--- src/rtl/sstp_pkg.sv ---
// shared types, constants and register codes for the solenoid stroke timing block
`timescale 1ns / 1ps

package sstp_pkg;

  localparam int unsigned PADDR_W = 5;
  localparam int unsigned PDATA_W = 32;

  // register indexes, byte address is 4 * index
  localparam logic [2:0] REG_RISE_THR   = 3'd0;
  localparam logic [2:0] REG_FALL_THR   = 3'd1;
  localparam logic [2:0] REG_OFFSET     = 3'd2;
  localparam logic [2:0] REG_TARGET     = 3'd3;
  localparam logic [2:0] REG_BASE_DUTY  = 3'd4;
  localparam logic [2:0] REG_DUTY_FLOOR = 3'd5;
  localparam logic [2:0] REG_DUTY_CEIL  = 3'd6;

  localparam logic [11:0] RST_RISE_THR   = 12'd1200;
  localparam logic [11:0] RST_FALL_THR   = 12'd2400;
  localparam logic [15:0] RST_OFFSET     = 16'd2370;
  localparam logic [7:0]  RST_TARGET     = 8'd50;
  localparam logic [7:0]  RST_BASE_DUTY  = 8'd80;
  localparam logic [7:0]  RST_DUTY_FLOOR = 8'd10;
  localparam logic [7:0]  RST_DUTY_CEIL  = 8'd235;

  localparam logic CMD_ARM    = 1'b0;
  localparam logic CMD_SAMPLE = 1'b1;

  // position = excess / 17, clamped to 100
  localparam int unsigned POS_DIVISOR = 17;
  localparam logic [6:0]  POS_MAX     = 7'd100;
  localparam logic [15:0] POS_LIMIT   = 16'(100 * POS_DIVISOR);
  localparam int unsigned POS_SHIFT   = 20;
  localparam logic [15:0] POS_RECIP   = 16'((2 ** POS_SHIFT) / POS_DIVISOR + 1);

  typedef enum logic [1:0] {
    PH_RISE = 2'd0,
    PH_FALL = 2'd1,
    PH_DONE = 2'd2
  } phase_t;

  typedef struct packed {
    logic        command;
    logic [11:0] sample_mv;
    logic [15:0] timestamp_us;
  } item_t;

  typedef struct packed {
    logic [15:0] interval_us;
    logic [6:0]  position;
    logic [7:0]  duty;
    logic        interval_valid;
  } result_t;

  typedef struct packed {
    logic [11:0] rise_threshold_mv;
    logic [11:0] fall_threshold_mv;
    logic [15:0] interval_offset_us;
    logic [7:0]  target_position;
    logic [7:0]  base_duty;
    logic [7:0]  duty_floor;
    logic [7:0]  duty_ceiling;
  } cfg_t;

  typedef struct packed {
    phase_t      phase;
    logic [15:0] rise_time;
    logic [7:0]  duty_value;
  } state_t;

  typedef struct packed {
    logic    fire;
    state_t  state_next;
    result_t res;
  } calc_t;

endpackage

--- src/rtl/sstp_if.sv ---
// request channels for samples in and results out
`timescale 1ns / 1ps

interface sstp_item_if
  import sstp_pkg::*;
();
  logic  valid;
  logic  ready;
  item_t data;

  modport source(output valid, output data, input ready);
  modport sink(input valid, input data, output ready);
endinterface

interface sstp_result_if
  import sstp_pkg::*;
();
  logic    valid;
  logic    ready;
  result_t data;

  modport source(output valid, output data, input ready);
  modport sink(input valid, input data, output ready);
endinterface

--- src/rtl/sstp_cfg_regs.sv ---
// apb configuration register file
`timescale 1ns / 1ps

module sstp_cfg_regs
  import sstp_pkg::*;
(
  input  logic               clk,
  input  logic               rst,
  input  logic               psel,
  input  logic               penable,
  input  logic               pwrite,
  input  logic [PADDR_W-1:0] paddr,
  input  logic [PDATA_W-1:0] pwdata,
  output logic [PDATA_W-1:0] prdata,
  output logic               pready,
  output cfg_t               cfg
);

  logic [2:0] index;
  logic       wr_en;

  assign index  = paddr[PADDR_W-1:2];
  assign wr_en  = psel && penable && pwrite;
  assign pready = 1'b1;

  always_ff @(posedge clk) begin
    if (rst) begin
      cfg.rise_threshold_mv  <= RST_RISE_THR;
      cfg.fall_threshold_mv  <= RST_FALL_THR;
      cfg.interval_offset_us <= RST_OFFSET;
      cfg.target_position    <= RST_TARGET;
      cfg.base_duty          <= RST_BASE_DUTY;
      cfg.duty_floor         <= RST_DUTY_FLOOR;
      cfg.duty_ceiling       <= RST_DUTY_CEIL;
    end else if (wr_en) begin
      unique case (index)
        REG_RISE_THR:   cfg.rise_threshold_mv  <= pwdata[11:0];
        REG_FALL_THR:   cfg.fall_threshold_mv  <= pwdata[11:0];
        REG_OFFSET:     cfg.interval_offset_us <= pwdata[15:0];
        REG_TARGET:     cfg.target_position    <= pwdata[7:0];
        REG_BASE_DUTY:  cfg.base_duty          <= pwdata[7:0];
        REG_DUTY_FLOOR: cfg.duty_floor         <= pwdata[7:0];
        REG_DUTY_CEIL:  cfg.duty_ceiling       <= pwdata[7:0];
        default: ;
      endcase
    end
  end

  always_comb begin
    unique case (index)
      REG_RISE_THR:   prdata = PDATA_W'(cfg.rise_threshold_mv);
      REG_FALL_THR:   prdata = PDATA_W'(cfg.fall_threshold_mv);
      REG_OFFSET:     prdata = PDATA_W'(cfg.interval_offset_us);
      REG_TARGET:     prdata = PDATA_W'(cfg.target_position);
      REG_BASE_DUTY:  prdata = PDATA_W'(cfg.base_duty);
      REG_DUTY_FLOOR: prdata = PDATA_W'(cfg.duty_floor);
      REG_DUTY_CEIL:  prdata = PDATA_W'(cfg.duty_ceiling);
      default:        prdata = '0;
    endcase
  end

endmodule

--- src/rtl/sstp_calc.sv ---
// per-sample phase tracking, interval, position and duty step
`timescale 1ns / 1ps

module sstp_calc
  import sstp_pkg::*;
(
  input  item_t  item,
  input  state_t state,
  input  cfg_t   cfg,
  output calc_t  calc
);

  logic [15:0]       interval;
  logic              ivl_valid;
  logic [15:0]       excess;
  logic [26:0]       prod;
  logic [6:0]        pos_raw;
  logic [6:0]        pos;
  logic signed [9:0] d_cur;
  logic signed [9:0] d_step;
  logic signed [9:0] d_floor;
  logic signed [9:0] d_ceil;
  logic [7:0]        duty_adj;

  assign interval  = item.timestamp_us - state.rise_time;
  assign ivl_valid = item.timestamp_us > state.rise_time;
  assign excess    = interval - cfg.interval_offset_us;
  assign prod      = 27'(excess[10:0]) * 27'(POS_RECIP);
  assign pos_raw   = prod[26:POS_SHIFT];

  always_comb begin
    if (!ivl_valid || interval <= cfg.interval_offset_us) begin
      pos = '0;
    end else if (excess >= POS_LIMIT) begin
      pos = POS_MAX;
    end else begin
      pos = pos_raw;
    end
  end

  // one step toward target, floor test wins over ceiling
  assign d_cur   = signed'({2'b00, state.duty_value});
  assign d_floor = signed'({2'b00, cfg.duty_floor});
  assign d_ceil  = signed'({2'b00, cfg.duty_ceiling});

  always_comb begin
    if ({1'b0, pos} > cfg.target_position) begin
      d_step = d_cur - 10'sd1;
    end else if ({1'b0, pos} < cfg.target_position) begin
      d_step = d_cur + 10'sd1;
    end else begin
      d_step = d_cur;
    end
    if (d_step < d_floor) begin
      duty_adj = cfg.duty_floor;
    end else if (d_step > d_ceil) begin
      duty_adj = cfg.duty_ceiling;
    end else begin
      duty_adj = d_step[7:0];
    end
  end

  always_comb begin
    calc.fire       = 1'b0;
    calc.state_next = state;
    if (item.command == CMD_ARM) begin
      calc.state_next.phase      = PH_RISE;
      calc.state_next.duty_value = cfg.base_duty;
    end else begin
      unique case (state.phase)
        PH_RISE: begin
          if (item.sample_mv > cfg.rise_threshold_mv) begin
            calc.state_next.phase     = PH_FALL;
            calc.state_next.rise_time = item.timestamp_us;
          end
        end
        PH_FALL: begin
          if (item.sample_mv < cfg.fall_threshold_mv) begin
            calc.fire                  = 1'b1;
            calc.state_next.phase      = PH_DONE;
            if (ivl_valid) begin
              calc.state_next.duty_value = duty_adj;
            end
          end
        end
        default: ;
      endcase
    end
    calc.res.interval_us    = interval;
    calc.res.position       = pos;
    calc.res.duty           = calc.state_next.duty_value;
    calc.res.interval_valid = ivl_valid;
  end

endmodule

--- src/rtl/solenoid_stroke_timing_position_top.sv ---
// top level of the solenoid stroke timing and position estimator
`timescale 1ns / 1ps

// Takes one request per cycle: an arm command or a timestamped converter sample.
// A sample is registered into the input stage and evaluated against the phase state;
// a falling-crossing result is then registered into the output register and offered.
// The rate is one request per clock, set by the single evaluation stage that owns
// the phase, rise time and duty state; the input stage holds only while a new
// result meets a result not yet taken. Configuration registers sit on the apb port
// at byte address 4 * index.

module solenoid_stroke_timing_position_top
  import sstp_pkg::*;
(
  input  logic                clk,
  input  logic                rst,
  sstp_item_if.sink           item,
  sstp_result_if.source       result,
  input  logic                psel,
  input  logic                penable,
  input  logic                pwrite,
  input  logic [PADDR_W-1:0]  paddr,
  input  logic [PDATA_W-1:0]  pwdata,
  output logic [PDATA_W-1:0]  prdata,
  output logic                pready
);

  cfg_t    cfg;
  state_t  state;
  calc_t   calc;
  logic    s1_valid;
  item_t   s1_item;
  logic    s1_adv;
  logic    out_valid;
  result_t out_data;

  sstp_cfg_regs u_cfg_regs (
    .clk     (clk),
    .rst     (rst),
    .psel    (psel),
    .penable (penable),
    .pwrite  (pwrite),
    .paddr   (paddr),
    .pwdata  (pwdata),
    .prdata  (prdata),
    .pready  (pready),
    .cfg     (cfg)
  );

  sstp_calc u_calc (
    .item  (s1_item),
    .state (state),
    .cfg   (cfg),
    .calc  (calc)
  );

  assign s1_adv       = !calc.fire || !out_valid || result.ready;
  assign item.ready   = !s1_valid || s1_adv;
  assign result.valid = out_valid;
  assign result.data  = out_data;

  always_ff @(posedge clk) begin
    if (rst) begin
      s1_valid <= 1'b0;
    end else if (item.ready) begin
      s1_valid <= item.valid;
    end
  end

  always_ff @(posedge clk) begin
    if (item.ready) begin
      s1_item <= item.data;
    end
  end

  always_ff @(posedge clk) begin
    if (rst) begin
      state.phase      <= PH_RISE;
      state.rise_time  <= '0;
      state.duty_value <= RST_BASE_DUTY;
    end else if (s1_valid && s1_adv) begin
      state <= calc.state_next;
    end
  end

  always_ff @(posedge clk) begin
    if (rst) begin
      out_valid <= 1'b0;
    end else if (s1_valid && s1_adv && calc.fire) begin
      out_valid <= 1'b1;
    end else if (result.ready) begin
      out_valid <= 1'b0;
    end
  end

  always_ff @(posedge clk) begin
    if (s1_valid && s1_adv && calc.fire) begin
      out_data <= calc.res;
    end
  end

  a_rise_done: assert property (@(posedge clk) disable iff (rst)
    $rose(out_valid) |-> state.phase == PH_DONE)
    else $error("result without done phase");

  a_invalid_pos: assert property (@(posedge clk) disable iff (rst)
    out_valid && !out_data.interval_valid |-> out_data.position == '0)
    else $error("invalid interval with nonzero position");

  a_pos_range: assert property (@(posedge clk) disable iff (rst)
    out_valid |-> out_data.position <= POS_MAX)
    else $error("position above limit");

  a_taken_held: assert property (@(posedge clk) disable iff (rst)
    item.valid && item.ready |=> s1_valid)
    else $error("accepted request lost");

endmodule
--- src/flat_wrapper.sv ---
// flat-port wrapper written by rule: the top's interface ports become plain ports
module solenoid_stroke_timing_position_top_flat import sstp_pkg::*;
  (clk, rst, psel, penable, pwrite, paddr, pwdata, prdata, pready, item_valid, item_data, item_ready, result_valid, result_data, result_ready);
  sstp_item_if item_i ();
  sstp_result_if result_i ();
  input  logic clk;
  input  logic rst;
  input  logic psel;
  input  logic penable;
  input  logic pwrite;
  input  logic [PADDR_W-1:0] paddr;
  input  logic [PDATA_W-1:0] pwdata;
  output logic [PDATA_W-1:0] prdata;
  output logic pready;
  input wire logic [$bits(item_i.valid)-1:0] item_valid;
  input wire logic [$bits(item_i.data)-1:0] item_data;
  output wire logic [$bits(item_i.ready)-1:0] item_ready;
  output wire logic [$bits(result_i.valid)-1:0] result_valid;
  output wire logic [$bits(result_i.data)-1:0] result_data;
  input wire logic [$bits(result_i.ready)-1:0] result_ready;
  assign item_i.valid = item_valid;
  assign item_i.data = item_data;
  assign item_ready = item_i.ready;
  assign result_valid = result_i.valid;
  assign result_data = result_i.data;
  assign result_i.ready = result_ready;
  solenoid_stroke_timing_position_top u_core (.clk(clk), .rst(rst), .item(item_i), .result(result_i), .psel(psel), .penable(penable), .pwrite(pwrite), .paddr(paddr), .pwdata(pwdata), .prdata(prdata), .pready(pready));
endmodule
--- config.mk ---
export PLATFORM = sky130hd
export DESIGN_NAME = solenoid_stroke_timing_position_top_flat
export DESIGN_NICKNAME = d
export VERILOG_FILES = /design/src/rtl/sstp_pkg.sv /design/src/rtl/sstp_if.sv /design/src/rtl/sstp_cfg_regs.sv /design/src/rtl/sstp_calc.sv /design/src/rtl/solenoid_stroke_timing_position_top.sv /design/src/flat_wrapper.sv
export SDC_FILE = /design/constraint.sdc
export NUM_CORES = 1
export LEC_CHECK = 0
export BUFFER_PORTS_ARGS = -buffer_cell sky130_fd_sc_hd__buf_2
export CORE_ASPECT_RATIO = 2
export CORE_MARGIN = 1.5
export CORE_UTILIZATION = 40
export DETAILED_ROUTE_END_ITERATION = 7
export GPL_TIMING_DRIVEN = 0
export PLACE_DENSITY_LB_ADDON = 0.3
export SLEW_MARGIN = 20
export SYNTH_ARGS = -nofsm -noshare
export SYNTH_HDL_FRONTEND = slang
export SYNTH_SLANG_ARGS = --single-unit
--- constraint.sdc ---
create_clock -name clk -period 15.2 [get_ports clk]
set_input_delay 2.28 -clock clk [delete_from_list [all_inputs] [get_ports clk]]
set_output_delay 2.28 -clock clk [all_outputs]
set_load 0.005 [all_outputs]
==> metrics.yaml <==
clock_network:
  cts_max_level: 4
  cts_resized: 0
  post_cts_buffers: 0
  cts_hold_buf: 0
  clock_latency_ns: 0.44
  clockBufferDepth: 2
  cts_tree: "yes"
  clkTransAtPathRegs_ns: 0.07
  clock_sinks: 161
  numCtsBuffers: 17
  cts_root_buf: "clkbuf_16"
yosys:
  synth_area_leader_cell: "dfxtp_1"
  syn_avg_cell_area_um2: 9.24
  synth.area.mux_share_pct: 7.93
  synth_xor_area_share_pct: 2.60
  async_flop_share_pct: 0
  ys_types: 75
  synth_fa_ha_area_share_pct: 22.3
  syn_area_mm2: 0.0121
  ys_seq_area_share_pct: 31.6
  ys_ff_latch: 161
  synth_edf_count: 61
  ys_warn_count: 0
  netlist.area_leader.share_pct: 16.5
  yosys.area_share.simple_pct: 14.5
  synth_area_leaders: "dfxtp_1 16%, ha_1 16%, edfxtp_1 15%"
  syn_inst: 1314
  synth_flop_cell: "dfxtp_1"
  synth_top_family_by_area: "adder cells"
  synth_compound_area_share_pct: 12.9
floorplan:
  initial_utilization_pct: 40.4
  die_height_um: 249
  dieArea_mm2: 0.0315
  io_pins: 140
  dieWidth_um: 126
  core_mm2: 0.0301
  rows: 90
power_and_ir_drop:
  power_frac_seq_pct: 14.6
  ir_drop_mv: 0.200
  switching_share_pct: 46.8
  p_leak_uw: 0.00621
  p_switching_uw: 1490
  power_uw: 3190
  comb_power_share_pct: 72.2
  powerDensity_mw_per_mm2: 231
  internal_power_uw: 1700
  clkPwrFrac_pct: 13.2
sta:
  timing.hold.ws_ns: 0.457
  hold_violations: 0
  finalSetupTns_ns: 0
  finalSetupViolCount: 0
  rsz0062_at_grt: "false"
  slew_violations: 0
  fmax_ghz: 0.0740
  fin_worst_skew_ns: 0.0128
  timing.final.crit_period_ns: 13.51
  setup_slack_ns: 1.69
  finalCritPeriodShare_pct: 88.9
  tightest_slew_ns: 1.00
  slew_headroom_pct: 32.7
outcome:
  status: "complete, no violations"
global_route:
  grt_pass1_vias: 10142
  grt_pass1_wl_um: 55000
  antenna_found_initial: 1
  track_usage_pct: 23.5
  overflow: 0
  grt_max_degree: 22
routing:
  vias_per_cell: 5.41
  wl_per_cell_um: 19.8
  drtIter0Drc: 538
  drc: 0
  drt-total-wl_um: 36400
  ant_nets: 0
  vias: 9918
  dr.pass1.iters: 6
flow_run:
  max_cap_violations: 0
setup_path:
  cp.required_ns: 15.36
  cp_max_fo: 10
  worst-r2r-cell-count: 46
  endpoint_kind: "register"
  arrival_ns: 13.67
  cp_slowest_cell: "nor3_1"
  cp-start-kind: "register"
  max_stage_delay_ns: 0.65
  crit_type: "reg2reg"
placed_design:
  placed_cell_area_mm2: 0.0132
  preCtsSetupSlack_ns: 1.94
  place_hpwl_um: 30100
  portBuffers: 102
  globalplace.congestion: 0.959
final_layout:
  area_growth_pct: 13.6
  drive_gt1_share_pct: 13.1
  antennaDiodeCount: 0
  final_nets: 1717
  design_area_mm2: 0.0138
min_path:
  min_path_type: "reg2reg"
  min_path_cells: 2
## metal layers
metal / part of all wire [%] / track usage (%)
met1: 34 / 22.4
met2: 54 / 44.6
met3: 3.5 / 2.62
met4: 8.8 / 19.0
met5: 0.030 / 0
## cell usage after synthesis (5+ instances only)
library cell,n
edfxtp_1,61
o211ai_1,19
mux4_2,6
nor3_1,29
and3_1,11
nor4_1,5
a211o_1,9
o21a_1,12
fa_1,40
clkbuf_1,27
nand2_1,117
a211oi_1,7
mux2_2,9
xnor2_1,27
nor2b_1,15
ha_1,152
xor2_1,9
and2_1,13
or3_1,11
nand2b_1,13
o21bai_1,6
o21ai_0,37
buf_4,18
nand4_1,16
a21o_1,13
dfxtp_1,100
a31oi_1,12
a21oi_1,80
inv_1,185
and4_1,5
mux2i_1,70
nor2_1,92
nand3_1,16
## critical path, delay by kind of cell (launching register included)
family	cells	cell delay (ns)
adder cells (fa/ha/maj)	10	4.34
AND/OR/NAND/NOR	7	1.67
XOR/XNOR	3	0.76
flip-flops	1	0.45
multiplexers	3	0.78
AO/OA/AOI/OAI	20	4.77
buffers and inverters	3	0.43
## power by group through the flow
stage / Clock [µW] / Sequential (µW) / Combinational [µW]
detailed placement: 0 / 474 / 2320
global route: 446 / 465 / 2660
global placement: 0 / 474 / 2280
floorplan: 0 / 471 / 1750
CTS: 429 / 464 / 2340
finish: 421 / 464 / 2310
## final timing paths
path	slack, ns	end	startpoint
max reg2reg	1.69	u_core.result.data[6]	u_core.s1_item[1]
min reg2reg	0.46	u_core.u_cfg_regs.cfg[63]	u_core.u_cfg_regs.cfg[63]
max	1.69	u_core.result.data[6]	u_core.s1_item[1]
min	0.46	u_core.u_cfg_regs.cfg[63]	u_core.u_cfg_regs.cfg[63]
## through the flow
step / utilization (%) / instances
final: 45.9 / 1833
after global routing: 45.9 / 1833
after CTS: 45.9 / 1833
after detailed placement: 44.0 / 1801
after global placement: 43.8 / 1799
after floorplan: - / 1329
## cells in the final DEF (no fill, tap or decap), types with 37 or more instances in the layout
master and count:
inv_1 185, nor2_1 91, o21ai_0 37, a21oi_1 80, nand2_1 117, buf_2 106, edfxtp_1 61, mux2i_1 70
ha_1 152, fa_1 40, dfxtp_1 100
## state kept, by name, summed over array words and instances, names as in the netlist
name / flops
u_core.result.data: 32
u_core.result.valid: 1
u_core.s1_item: 29
u_core.s1_valid: 1
u_core.state: 26
u_core.u_cfg_regs.cfg: 72
## cell families (layout without fill, tap and decap cells)
| logic type | Yosys count | after routing |
|---|---|---|
| other cells | 2 | 17 |
| buf+inv | 241 | 377 |
| flops | 161 | 161 |
| fa+ha+maj | 192 | 192 |
| mux | 86 | 86 |
| simple gates | 359 | 359 |
| compound gates | 237 | 237 |
| xor+xnor | 36 | 36 |
## area by class of cell
| type | count | area [µm²] |
|---|---|---|
| Fill cell | 2903 | 16300 |
| Multi-Input combinational cell | 927 | 7380 |
| Sequential cell | 161 | 3830 |
| Inverter | 185 | 694 |
| Timing Repair Buffer | 104 | 558 |
| Clock buffer | 23 | 489 |
| Tap cell | 368 | 460 |
| Buffer | 56 | 305 |
| Clock inverter | 9 | 76.3 |
No activity file was read; power rests on OpenSTA's default activity.
